**config.mk**
```make
export PLATFORM = sky130hd
export DESIGN_NAME = aabb_push_out_resolver_top_flat
export DESIGN_NICKNAME = d
export VERILOG_FILES = /design/src/rtl/aabb_pkg.sv /design/src/rtl/aabb_if.sv /design/src/rtl/aabb_front.sv /design/src/rtl/aabb_queue.sv /design/src/rtl/aabb_back.sv /design/src/rtl/aabb_push_out_resolver_top.sv /design/src/flat_wrapper.sv
export SDC_FILE = /design/constraint.sdc
export NUM_CORES = 1
export LEC_CHECK = 0
export BUFFER_PORTS_ARGS = -buffer_cell sky130_fd_sc_hd__buf_4
export CAP_MARGIN = 5
export CORE_UTILIZATION = 25
export CTS_BUF_LIST = sky130_fd_sc_hd__clkbuf_4
export DETAILED_ROUTE_END_ITERATION = 8
export PLACE_DENSITY_LB_ADDON = 0.12
export SLEW_MARGIN = 20
export SYNTH_ARGS = -nofsm -noshare
export SYNTH_HDL_FRONTEND = slang
export SYNTH_SLANG_ARGS = --single-unit
```
**constraint.sdc**
```tcl
create_clock -name clk -period 22.1 [get_ports clk]
set_input_delay 2.21 -clock clk [delete_from_list [all_inputs] [get_ports clk]]
set_output_delay 2.21 -clock clk [all_outputs]
set_load 0.05 [all_outputs]
```
**src/rtl/aabb_pkg.sv**
```systemverilog
// Package for the box push-out resolver: command codes, register indexes,
// position limits and the queue entry type. No dependencies.
package aabb_pkg;

  // Field widths of the item and result beats.
  localparam int POS_W   = 21;
  localparam int EDGE_W  = 20;
  localparam int SIZE_W  = 16;
  localparam int CFG_W   = 16;
  localparam int CFG_IDX_W = 1;

  // Widths of the values the front part hands to the back part and of the back part's differences.
  localparam int CENT_W  = 23;  // 2*edge + size - box size, 1/32 pixel
  localparam int DIFF_W  = 24;  // position minus obstacle term
  localparam int MAG_W   = 23;  // magnitude of the difference
  localparam int HALF_W  = 17;  // sum of two sizes

  // Item function codes.
  localparam logic FUNC_LOAD    = 1'b0;
  localparam logic FUNC_RESOLVE = 1'b1;

  // Configuration register indexes.
  localparam logic [CFG_IDX_W-1:0] REG_BOX_WIDTH  = 1'b0;
  localparam logic [CFG_IDX_W-1:0] REG_BOX_HEIGHT = 1'b1;

  // Reset values of the box size registers.
  localparam logic [CFG_W-1:0] BOX_SIZE_RESET = 16'd512;

  // Position range.
  localparam logic signed [POS_W-1:0] POS_MAX = 21'sh0FFFFF;
  localparam logic signed [POS_W-1:0] POS_MIN = 21'sh100000;

  // Axis codes of the moved_axis result field.
  localparam logic AXIS_X = 1'b0;
  localparam logic AXIS_Y = 1'b1;

  // One classified item waiting in the queue.
  typedef struct packed {
    logic                     is_load;
    logic                     last;
    logic signed [POS_W-1:0]  load_x;
    logic signed [POS_W-1:0]  load_y;
    logic signed [CENT_W-1:0] cent_x;
    logic signed [CENT_W-1:0] cent_y;
    logic [HALF_W-1:0]        half_x;
    logic [HALF_W-1:0]        half_y;
  } cmd_t;

  // Queue status seen by the two sides.
  typedef struct packed {
    logic full;
    logic valid;
  } queue_status_t;

endpackage

```
**src/rtl/aabb_if.sv**
```systemverilog
// Valid/ready channel interfaces for item beats and result beats.
// Depends on aabb_pkg for the field widths.
interface aabb_item_if;
  logic                                 valid;
  logic                                 ready;
  logic                                 func;
  logic signed [aabb_pkg::POS_W-1:0]    load_x;
  logic signed [aabb_pkg::POS_W-1:0]    load_y;
  logic signed [aabb_pkg::EDGE_W-1:0]   obstacle_x;
  logic signed [aabb_pkg::EDGE_W-1:0]   obstacle_y;
  logic [aabb_pkg::SIZE_W-1:0]          obstacle_w;
  logic [aabb_pkg::SIZE_W-1:0]          obstacle_h;
  logic                                 last_obstacle;

  modport source (output valid, func, load_x, load_y, obstacle_x, obstacle_y,
                  obstacle_w, obstacle_h, last_obstacle, input ready);
  modport sink   (input valid, func, load_x, load_y, obstacle_x, obstacle_y,
                  obstacle_w, obstacle_h, last_obstacle, output ready);
endinterface

interface aabb_result_if;
  logic                              valid;
  logic                              ready;
  logic signed [aabb_pkg::POS_W-1:0] pos_x;
  logic signed [aabb_pkg::POS_W-1:0] pos_y;
  logic                              hit;
  logic                              moved_axis;
  logic                              last_result;
  logic                              saturated;

  modport source (output valid, pos_x, pos_y, hit, moved_axis, last_result,
                  saturated, input ready);
  modport sink   (input valid, pos_x, pos_y, hit, moved_axis, last_result,
                  saturated, output ready);
endinterface

```
**src/rtl/aabb_front.sv**
```systemverilog
// Front part: takes item beats, folds in the box size registers and builds
// the queue entry. Depends on aabb_pkg and aabb_if.
module aabb_front (
  aabb_item_if.sink                        item,
  input  logic [aabb_pkg::CFG_W-1:0]       box_width,
  input  logic [aabb_pkg::CFG_W-1:0]       box_height,
  input  aabb_pkg::queue_status_t          q_status,
  output logic                             push,
  output aabb_pkg::cmd_t                   cmd
);

  localparam int EXT_W = aabb_pkg::CENT_W - aabb_pkg::EDGE_W;
  localparam int PAD_W = aabb_pkg::CENT_W - aabb_pkg::SIZE_W;

  logic signed [aabb_pkg::CENT_W-1:0] edge_x2;
  logic signed [aabb_pkg::CENT_W-1:0] edge_y2;

  // A beat is taken whenever the queue has room.
  assign item.ready = !q_status.full;
  assign push       = item.valid && !q_status.full;

  // Obstacle edges doubled into 1/32 pixel.
  assign edge_x2 = {{(EXT_W-1){item.obstacle_x[aabb_pkg::EDGE_W-1]}}, item.obstacle_x, 1'b0};
  assign edge_y2 = {{(EXT_W-1){item.obstacle_y[aabb_pkg::EDGE_W-1]}}, item.obstacle_y, 1'b0};

  // The back part only needs pos minus this term to get the centre difference.
  always_comb begin
    cmd.is_load = (item.func == aabb_pkg::FUNC_LOAD);
    cmd.last    = item.last_obstacle;
    cmd.load_x  = item.load_x;
    cmd.load_y  = item.load_y;
    cmd.cent_x  = edge_x2 + $signed({{PAD_W{1'b0}}, item.obstacle_w})
                          - $signed({{PAD_W{1'b0}}, box_width});
    cmd.cent_y  = edge_y2 + $signed({{PAD_W{1'b0}}, item.obstacle_h})
                          - $signed({{PAD_W{1'b0}}, box_height});
    cmd.half_x  = {1'b0, box_width}  + {1'b0, item.obstacle_w};
    cmd.half_y  = {1'b0, box_height} + {1'b0, item.obstacle_h};
  end

endmodule

```
**src/rtl/aabb_queue.sv**
```systemverilog
// Short queue of classified items between the front and back parts.
// Depends on aabb_pkg for the entry type.
module aabb_queue #(
  parameter int DEPTH = 2
) (
  input  logic                    clk,
  input  logic                    rst,
  input  logic                    push,
  input  aabb_pkg::cmd_t          push_cmd,
  input  logic                    pop,
  output aabb_pkg::cmd_t          head,
  output aabb_pkg::queue_status_t status
);

  localparam int PTR_W = (DEPTH > 1) ? $clog2(DEPTH) : 1;
  localparam int CNT_W = $clog2(DEPTH + 1);
  localparam logic [CNT_W-1:0] FULL_COUNT = CNT_W'(DEPTH);

  aabb_pkg::cmd_t   entries [DEPTH];
  logic [PTR_W-1:0] wr_ptr;
  logic [PTR_W-1:0] rd_ptr;
  logic [CNT_W-1:0] count;
  logic             do_push;
  logic             do_pop;

  assign status.full  = (count == FULL_COUNT);
  assign status.valid = (count != '0);
  assign head         = entries[rd_ptr];
  assign do_push      = push && !status.full;
  assign do_pop       = pop && status.valid;

  // Entry storage; payload needs no reset.
  always_ff @(posedge clk) begin
    if (do_push) begin
      entries[wr_ptr] <= push_cmd;
    end
  end

  // Pointers wrap at the depth.
  always_ff @(posedge clk) begin
    if (rst) begin
      wr_ptr <= '0;
      rd_ptr <= '0;
      count  <= '0;
    end else begin
      if (do_push) begin
        wr_ptr <= (wr_ptr == PTR_W'(DEPTH - 1)) ? '0 : wr_ptr + 1'b1;
      end
      if (do_pop) begin
        rd_ptr <= (rd_ptr == PTR_W'(DEPTH - 1)) ? '0 : rd_ptr + 1'b1;
      end
      if (do_push && !do_pop) begin
        count <= count + 1'b1;
      end else if (do_pop && !do_push) begin
        count <= count - 1'b1;
      end
    end
  end

endmodule

```
**src/rtl/aabb_back.sv**
```systemverilog
// Back part: holds the box position and resolves one queued item per cycle,
// unless its registered result stalls. Depends on aabb_pkg and aabb_if.
module aabb_back (
  input  logic                    clk,
  input  logic                    rst,
  input  aabb_pkg::cmd_t          head,
  input  aabb_pkg::queue_status_t q_status,
  output logic                    pop,
  aabb_result_if.source           result
);

  localparam int P  = aabb_pkg::POS_W;
  localparam int NP = aabb_pkg::POS_W + 1;

  logic signed [P-1:0]                    box_pos_x;
  logic signed [P-1:0]                    box_pos_y;
  logic signed [aabb_pkg::DIFF_W-1:0]     dx;
  logic signed [aabb_pkg::DIFF_W-1:0]     dy;
  logic [aabb_pkg::MAG_W-1:0]             mag_x;
  logic [aabb_pkg::MAG_W-1:0]             mag_y;
  logic                                   overlap;
  logic [aabb_pkg::HALF_W-1:0]            pen_x;
  logic [aabb_pkg::HALF_W-1:0]            pen_y;
  logic                                   push_y;
  logic signed [NP-1:0]                   base;
  logic signed [NP-1:0]                   step;
  logic                                   step_up;
  logic signed [NP-1:0]                   moved;
  logic                                   clip;
  logic signed [P-1:0]                    moved_clip;

  // Take the head when the result register is empty or being emptied.
  assign pop = q_status.valid && (!result.valid || result.ready);

  // Centre differences and their magnitudes.
  assign dx    = $signed({{3{box_pos_x[P-1]}}, box_pos_x}) - $signed({head.cent_x[aabb_pkg::CENT_W-1], head.cent_x});
  assign dy    = $signed({{3{box_pos_y[P-1]}}, box_pos_y}) - $signed({head.cent_y[aabb_pkg::CENT_W-1], head.cent_y});
  assign mag_x = dx[aabb_pkg::DIFF_W-1] ? aabb_pkg::MAG_W'(-dx) : aabb_pkg::MAG_W'(dx);
  assign mag_y = dy[aabb_pkg::DIFF_W-1] ? aabb_pkg::MAG_W'(-dy) : aabb_pkg::MAG_W'(dy);

  // Strict overlap test on both axes.
  assign overlap = (mag_x < {{(aabb_pkg::MAG_W-aabb_pkg::HALF_W){1'b0}}, head.half_x})
                && (mag_y < {{(aabb_pkg::MAG_W-aabb_pkg::HALF_W){1'b0}}, head.half_y});

  // Penetration depths are only meaningful on overlap, where they fit.
  assign pen_x  = head.half_x - mag_x[aabb_pkg::HALF_W-1:0];
  assign pen_y  = head.half_y - mag_y[aabb_pkg::HALF_W-1:0];
  assign push_y = !(pen_x < pen_y);

  // Push along the chosen axis, away from the obstacle centre.
  always_comb begin
    if (push_y) begin
      base    = {box_pos_y[P-1], box_pos_y};
      step    = $signed({{(NP-aabb_pkg::HALF_W){1'b0}}, pen_y});
      step_up = !dy[aabb_pkg::DIFF_W-1] && (dy != '0);
    end else begin
      base    = {box_pos_x[P-1], box_pos_x};
      step    = $signed({{(NP-aabb_pkg::HALF_W){1'b0}}, pen_x});
      step_up = !dx[aabb_pkg::DIFF_W-1] && (dx != '0);
    end
    moved = step_up ? base + step : base - step;
  end

  // Clip to the position range; overflow shows as differing top bits.
  assign clip       = (moved[NP-1] != moved[NP-2]);
  assign moved_clip = clip ? (moved[NP-1] ? aabb_pkg::POS_MIN : aabb_pkg::POS_MAX)
                           : moved[P-1:0];

  // Position state.
  always_ff @(posedge clk) begin
    if (rst) begin
      box_pos_x <= '0;
      box_pos_y <= '0;
    end else if (pop) begin
      if (head.is_load) begin
        box_pos_x <= head.load_x;
        box_pos_y <= head.load_y;
      end else if (overlap) begin
        if (push_y) begin
          box_pos_y <= moved_clip;
        end else begin
          box_pos_x <= moved_clip;
        end
      end
    end
  end

  // Result valid flag.
  always_ff @(posedge clk) begin
    if (rst) begin
      result.valid <= 1'b0;
    end else if (pop) begin
      result.valid <= 1'b1;
    end else if (result.ready) begin
      result.valid <= 1'b0;
    end
  end

  // Result payload, reflecting the position after this item.
  always_ff @(posedge clk) begin
    if (pop) begin
      result.last_result <= head.last;
      if (head.is_load) begin
        result.pos_x      <= head.load_x;
        result.pos_y      <= head.load_y;
        result.hit        <= 1'b0;
        result.moved_axis <= aabb_pkg::AXIS_X;
        result.saturated  <= 1'b0;
      end else if (overlap) begin
        result.pos_x      <= push_y ? box_pos_x : moved_clip;
        result.pos_y      <= push_y ? moved_clip : box_pos_y;
        result.hit        <= 1'b1;
        result.moved_axis <= push_y ? aabb_pkg::AXIS_Y : aabb_pkg::AXIS_X;
        result.saturated  <= clip;
      end else begin
        result.pos_x      <= box_pos_x;
        result.pos_y      <= box_pos_y;
        result.hit        <= 1'b0;
        result.moved_axis <= aabb_pkg::AXIS_X;
        result.saturated  <= 1'b0;
      end
    end
  end

endmodule

```
**src/rtl/aabb_push_out_resolver_top.sv**
```systemverilog
// Box push-out resolver, one result beat per item beat: a load beat sets the
// box position, a resolve beat pushes the box out of one obstacle along the
// axis of smaller overlap. It sustains one item per clock while results are
// not stalled. The front classifies an item combinationally into the queue
// as it is accepted; the back resolves the queue head against the position
// register, whose feedback loop sets the rate, and registers the result.
// The queue holds QUEUE_DEPTH items (a power of two, 2 or more) so items
// are taken while a result stalls, until full. The user writes the size
// registers via cfg_we/cfg_index/cfg_wdata only while idle (not enforced).
// Depends on aabb_pkg, aabb_if, aabb_front, aabb_queue and aabb_back.
module aabb_push_out_resolver_top #(
  parameter int QUEUE_DEPTH = 2
) (
  input  logic                                clk,
  input  logic                                rst,
  input  logic                                cfg_we,
  input  logic [aabb_pkg::CFG_IDX_W-1:0]      cfg_index,
  input  logic [aabb_pkg::CFG_W-1:0]          cfg_wdata,
  aabb_item_if.sink                           item,
  aabb_result_if.source                       result
);

  logic [aabb_pkg::CFG_W-1:0] box_width;
  logic [aabb_pkg::CFG_W-1:0] box_height;
  aabb_pkg::queue_status_t    q_status;
  aabb_pkg::cmd_t             push_cmd;
  aabb_pkg::cmd_t             head;
  logic                       push;
  logic                       pop;

  // Box size registers.
  always_ff @(posedge clk) begin
    if (rst) begin
      box_width  <= aabb_pkg::BOX_SIZE_RESET;
      box_height <= aabb_pkg::BOX_SIZE_RESET;
    end else if (cfg_we) begin
      case (cfg_index)
        aabb_pkg::REG_BOX_WIDTH:  box_width  <= cfg_wdata;
        aabb_pkg::REG_BOX_HEIGHT: box_height <= cfg_wdata;
        default: ;
      endcase
    end
  end

  aabb_front u_front (
    .item       (item),
    .box_width  (box_width),
    .box_height (box_height),
    .q_status   (q_status),
    .push       (push),
    .cmd        (push_cmd)
  );

  aabb_queue #(
    .DEPTH (QUEUE_DEPTH)
  ) u_queue (
    .clk      (clk),
    .rst      (rst),
    .push     (push),
    .push_cmd (push_cmd),
    .pop      (pop),
    .head     (head),
    .status   (q_status)
  );

  aabb_back u_back (
    .clk      (clk),
    .rst      (rst),
    .head     (head),
    .q_status (q_status),
    .pop      (pop),
    .result   (result)
  );

endmodule

```
**src/flat_wrapper.sv**
```systemverilog
// flat-port wrapper written by rule: the top's interface ports become plain ports
module aabb_push_out_resolver_top_flat 
#(
  parameter int QUEUE_DEPTH = 2
)
  (clk, rst, cfg_we, cfg_index, cfg_wdata, item_valid, item_func, item_load_x, item_load_y, item_obstacle_x, item_obstacle_y, item_obstacle_w, item_obstacle_h, item_last_obstacle, item_ready, result_valid, result_pos_x, result_pos_y, result_hit, result_moved_axis, result_last_result, result_saturated, result_ready);
  aabb_item_if item_i ();
  aabb_result_if result_i ();
  input  logic clk;
  input  logic rst;
  input  logic cfg_we;
  input  logic [aabb_pkg::CFG_IDX_W-1:0] cfg_index;
  input  logic [aabb_pkg::CFG_W-1:0] cfg_wdata;
  input wire logic [$bits(item_i.valid)-1:0] item_valid;
  input wire logic [$bits(item_i.func)-1:0] item_func;
  input wire logic [$bits(item_i.load_x)-1:0] item_load_x;
  input wire logic [$bits(item_i.load_y)-1:0] item_load_y;
  input wire logic [$bits(item_i.obstacle_x)-1:0] item_obstacle_x;
  input wire logic [$bits(item_i.obstacle_y)-1:0] item_obstacle_y;
  input wire logic [$bits(item_i.obstacle_w)-1:0] item_obstacle_w;
  input wire logic [$bits(item_i.obstacle_h)-1:0] item_obstacle_h;
  input wire logic [$bits(item_i.last_obstacle)-1:0] item_last_obstacle;
  output wire logic [$bits(item_i.ready)-1:0] item_ready;
  output wire logic [$bits(result_i.valid)-1:0] result_valid;
  output wire logic [$bits(result_i.pos_x)-1:0] result_pos_x;
  output wire logic [$bits(result_i.pos_y)-1:0] result_pos_y;
  output wire logic [$bits(result_i.hit)-1:0] result_hit;
  output wire logic [$bits(result_i.moved_axis)-1:0] result_moved_axis;
  output wire logic [$bits(result_i.last_result)-1:0] result_last_result;
  output wire logic [$bits(result_i.saturated)-1:0] result_saturated;
  input wire logic [$bits(result_i.ready)-1:0] result_ready;
  assign item_i.valid = item_valid;
  assign item_i.func = item_func;
  assign item_i.load_x = item_load_x;
  assign item_i.load_y = item_load_y;
  assign item_i.obstacle_x = item_obstacle_x;
  assign item_i.obstacle_y = item_obstacle_y;
  assign item_i.obstacle_w = item_obstacle_w;
  assign item_i.obstacle_h = item_obstacle_h;
  assign item_i.last_obstacle = item_last_obstacle;
  assign item_ready = item_i.ready;
  assign result_valid = result_i.valid;
  assign result_pos_x = result_i.pos_x;
  assign result_pos_y = result_i.pos_y;
  assign result_hit = result_i.hit;
  assign result_moved_axis = result_i.moved_axis;
  assign result_last_result = result_i.last_result;
  assign result_saturated = result_i.saturated;
  assign result_i.ready = result_ready;
  aabb_push_out_resolver_top #(.QUEUE_DEPTH(QUEUE_DEPTH)) u_core (.clk(clk), .rst(rst), .cfg_we(cfg_we), .cfg_index(cfg_index), .cfg_wdata(cfg_wdata), .item(item_i), .result(result_i));
endmodule
```
# [Word level (Yosys, flattened, before mapping)]
# Memories as Yosys holds them, arrays and structs flattened. A register that Yosys moved wholly into a read port is not among the register bits.
# Cells that the tools add are included.
[classes] n_eq_ne=2 div=0 bitwise=3 magnitude_cmp=3 n_mux=26 n_addsub=18 reduce_logical=24 shifts=0 multipliers=0
[op_table] op="$mux W21" n=8
[op_table] op="$reduce_bool A24 Y1" n=2
[op_table] op="$sub A21 B23 Y24" n=2
[op_table] op="$lt A23 B17 Y1" n=2
[op_table] op="$mux W23" n=2
[op_table] op="$neg A23 Y23" n=2
[op_table] op="$sub A22 B17 Y23" n=2
[op_table] op="$add A21 B17 Y22" n=2
[op_table] op="$mux W22" n=2
[op_table] op="$add A16 B16 Y17" n=2
[op_table] op="$sub A17 B17 Y17" n=2
[op_table] op="$add A22 B22 Y22" n=1
[op_table] op="$sub A22 B22 Y22" n=1
[op_table] op="$lt A17 B17 Y1" n=1
[op_table] op="$mux W17" n=1
[op_table] op="$mux W1" n=11
[op_table] op="$logic_and A1 B1 Y1" n=9
[op_table] op="$logic_not A1 Y1" n=6
[op_table] op="$reduce_bool A2 Y1" n=3
[op_table] op="$mux W2" n=2
[op_table] op="$reduce_and A2 Y1" n=2
[op_table] op="$not A1 Y1" n=3
[op_table] op="$add A1 B1 Y1 const B" n=2
[op_table] op="$add A2 B1 Y2 const B" n=1
[op_table] op="other kinds (5)" n=5
[word_totals] latchBits=0 mem_bits_ro=0 ramBits=248 in_bits=138 register_bits=125 memories=1 wordCells=91
[memory_table] memory="u_core.u_queue.entries" depth=2 word_bits=124 rd=1 rd_clocked_by_memory_dff=1 write_ports=1 line="aabb_queue.sv:19" text="aabb_pkg::cmd_t entries [DEPTH];"

# [Depth between registers and ports, before layout]
[depth] ltp_word=13 depth_mapped=58

# [Cells and area by module]
# From an unflattened synthesis, not the netlist that was laid out.
[hier_totals] cells_unflattened=3105 hier_area_um2=29714.7
[modules_own_cells] mod="aabb_back" seq_area_each_um2=2242.2 n_inst=1 area_each_um2=14146.1 cells_per_inst=1897
[modules_own_cells] mod="aabb_queue" seq_area_each_um2=7547.2 n_inst=1 area_each_um2=9409.0 cells_per_inst=411
[modules_own_cells] mod="aabb_front" seq_area_each_um2=0.0 n_inst=1 area_each_um2=4805.9 cells_per_inst=672
[modules_own_cells] mod="aabb_push_out_resolver_top" seq_area_each_um2=640.6 n_inst=1 area_each_um2=1353.8 cells_per_inst=125

# [Worst setup path before layout]
# OpenSTA, ideal clock, no wires.
[synth_timing] path_kind="register to register" startpoint="register (tool-made name)" endpoint="register u_core.u_back.result.pos_x[1] (data pin)" period_less_slack_ns=12.247 path_slack_ns=9.853 required_time_ns=21.941 path_stages_with_launch=52 setup_time_ns=0.159 t_arrival_ns=12.088 path_cell_list="dfxtp_1 -> clkbuf_1 -> buf_1 -> buf_1 -> buf_1 -> mux2i_1 -> ha_1 -> clkbuf_1 -> or3_1 -> o221a_2 -> o21ai_0 -> nand4_1 -> a311oi_1 -> or2_2 -> clkbuf_1 -> clkbuf_1 -> nand2_1 -> o21ai_0 -> [... 16 more ...] -> clkbuf_1 -> o21ai_0 -> ha_1 -> nor2b_1 -> o21ai_0 -> a21o_1 -> a21oi_1 -> a31o_2 -> a21o_1 -> a21oi_1 -> nor2_1 -> o31ai_1 -> a21oi_1 -> xor2_1 -> clkbuf_1 -> nand2_1 -> a211o_1 -> a22oi_1"
[synth_lines] element="end signal, assigned" line="aabb_back.sv:104" text="result.pos_x <= head.load_x;"
[synth_lines] element="end signal, assigned" line="aabb_back.sv:110" text="result.pos_x <= push_y ? box_pos_x : moved_clip;"
[synth_lines] element="end signal, assigned" line="aabb_back.sv:116" text="result.pos_x <= box_pos_x;"
[synth_lines] element="end, declared" line="aabb_if.sv:31" text="modport source (output valid, pos_x, pos_y, hit, moved_axis, last_result,"

==> impl_metrics.json <==
{
  "dpl-instance-area_mm2": 0.0301,
  "grt_pass1_vias": 21600,
  "rows": 120,
  "cp-end-kind": "flop",
  "path_common_cell": "a21oi_1",
  "crit_buf_inv": 3,
  "fin_nets": 3483,
  "synthArstFlopShare": 0,
  "grt_setup_unrepaired": "false",
  "seq_area_frac_synth": 0.380,
  "synth_seq_cells": 370,
  "cts_tree": "done",
  "die_h_um": 331,
  "post-cts-setup-buffers": 0,
  "post-route-period-util": 0.620,
  "grt_overflow": 0,
  "htree_levels": 3,
  "final-max-slew-violation-count": 0,
  "syn-instance-count": 2830,
  "crit_required_ns": 22.87,
  "outcome": "completed",
  "startpoint_type": "flop",
  "synth.avg_cell_area_um2": 9.58,
  "dieArea_mm2": 0.110,
  "final.setup.tns_ns": 0,
  "max_stage_delay_ns": 0.80,
  "drc": 0,
  "path_class": "reg -> reg",
  "cp_top_family": "compound AO/OA/AOI/OAI gates",
  "area_growth_pct": 15.9,
  "clk_pin_slew_ns": 0.06,
  "initial_core_util": 0.253,
  "dieWidth_um": 331,
  "ys.flop_type": "edfxtp_1",
  "viasPerCell": 4.78,
  "cts_buffer_depth": 3,
  "routed_wirelength_um": 91300,
  "layout-drive-gt1-share": 0.144,
  "gp_congestion": 0.886,
  "synth_enable_flop_cells": 290,
  "dp_hpwl_um": 73000,
  "relSlewSlack": 0.192,
  "arrival_ns": 14.48,
  "final_cell_mix": "324 x inv_1, 290 x edfxtp_1, 259 x a21oi_1, 257 x ha_1, 215 x nand2_1",
  "ios": 186,
  "hold_buffers": 0,
  "tightestPinTransition_ns": 1.20,
  "fin_util": 0.293,
  "setup_violations": 0,
  "n_fill_cell": 11300,
  "layout_commonest_cell": "inv_1",
  "cap_viol_max_count": 0,
  "synth.distinct_cells": 89,
  "cts_sinks": 370,
  "cp_max_fo": 49,
  "period_needed_ns": 13.71,
  "grt_antenna_before_repair": 3,
  "yosysTopAreaCell": "edfxtp_1",
  "finalInstanceArea_mm2": 0.0314,
  "core_mm2": 0.107,
  "synth_fp_nets": 3264,
  "grt_max_degree": 64,
  "cts-buffers-inserted": 102,
  "grtUsageTotal": 0.163,
  "post_cts_resized": 0,
  "hold_viol": 0,
  "cts_root_buffer": "clkbuf_4",
  "synth_top_area_frac": 0.321,
  "wl_per_cell_um": 20.1,
  "num_vias": 21700,
  "ant_nets": 0,
  "grt_pass1_wl_um": 136000,
  "clock_latency_ns": 0.91,
  "hold_class": "reg -> reg",
  "ys_warn_count": 0,
  "synth_area_mm2": 0.0271,
  "port_buffers": 185,
  "netlist_top_cells_area": "edfxtp_1 32%, ha_1 12%, dfxtp_1 5.9%, a21oi_1 4.8%, mux2i_1 4.5%",
  "worst_clock_skew_ns": 0.0924,
  "fmax_ghz": 0.0730,
  "drt_iter0_markers": 1180,
  "drt_first_pass_iters": 6,
  "cp_slowest_cell": "xor2_2"
}
==> cell usage after synthesis, types with 22 or more instances <==
library cell / number
a211oi_1: 33
a21o_1: 51
a21oi_1: 260
and3_1: 23
clkbuf_1: 70
dfxtp_1: 80
edfxtp_1: 290
fa_1: 39
ha_1: 257
inv_1: 324
mux2i_1: 123
nand2_1: 215
nand2b_1: 29
nand3_1: 45
nor2_1: 161
nor2b_1: 34
nor3_1: 47
o21a_1: 22
o21ai_0: 127
o21bai_1: 30
xnor2_1: 116
xor2_1: 52
==> through the flow <==
stage | hold slack [ns] | setup WS, ns | instances
after CTS | 0.506 | 8.24 | 4534
after global routing | 0.521 | 7.18 | 4535
after global placement | 0.489 | 8.64 | 4348
after detailed placement | 0.496 | 8.32 | 4348
final | 0.500 | 8.39 | 4536
after floorplan | 0.457 | 9.85 | 2830
==> worst min-delay path: stages, from the launching register on <==
cell and delay, ns:
dfxtp_1 0.34, nand2_1 0.06, a21oi_1 0.06
==> cell type report <==
class	count	area [um^2]	share of cell area
Inverter	326	1220	0.0389
Antenna cell	2	5.00	0.000159
Sequential cell	370	10300	0.328
Tap cell	1403	1760	0.0559
Multi-Input combinational cell	2042	15300	0.485
Clock inverter	28	138	0.00438
Timing Repair Buffer	207	1550	0.0494
Clock buffer	158	1190	0.0377
==> flip-flops by register name (all words and copies together), names as in the netlist, 2 cells and up, named ones only <==
signal	count
u_core.u_back.result.pos_x	21
u_core.u_queue.entries	244
u_core.u_back.box_pos_x	21
u_core.box_width	16
u_core.u_queue.count	2
u_core.u_back.result.pos_y	21
u_core.u_back.box_pos_y	21
u_core.box_height	16
==> cells by family after synthesis <==
| kind of cell | after synthesis | share of synthesized area |
|---|---|---|
| AOI/OAI and AO/OA | 769 | 0.187 |
| xor gates and xnor gates | 170 | 0.0560 |
| adders and majority gates | 310 | 0.153 |
| buffers and inverters | 418 | 0.0586 |
| DFF | 370 | 0.380 |
| muxes | 130 | 0.0485 |
| and+or+nand+nor | 663 | 0.117 |
==> worst paths after layout <==
path	cells after the start	start	to	slack, ns
hold reg to reg	2	u_core.box_height[0]	u_core.box_height[0]	0.50
setup / recovery	41	flop	u_core.u_back.box_pos_x[8]	8.39
hold / removal	2	u_core.box_height[0]	u_core.box_height[0]	0.50
setup reg to reg	41	flop	u_core.u_back.box_pos_x[8]	8.39
==> layer usage <==
metal,up-vias,part of all wire,global-route usage
met3,101,0.040,0.0246
li1,10700,-,-
met2,528,0.47,0.270
met1,10400,0.48,0.222
met5,-,0.00014,0
met4,2,0.018,0.0406
Power is not shown: default switching activity piles up to over one toggle a cycle in this logic, so the estimate is an artifact.
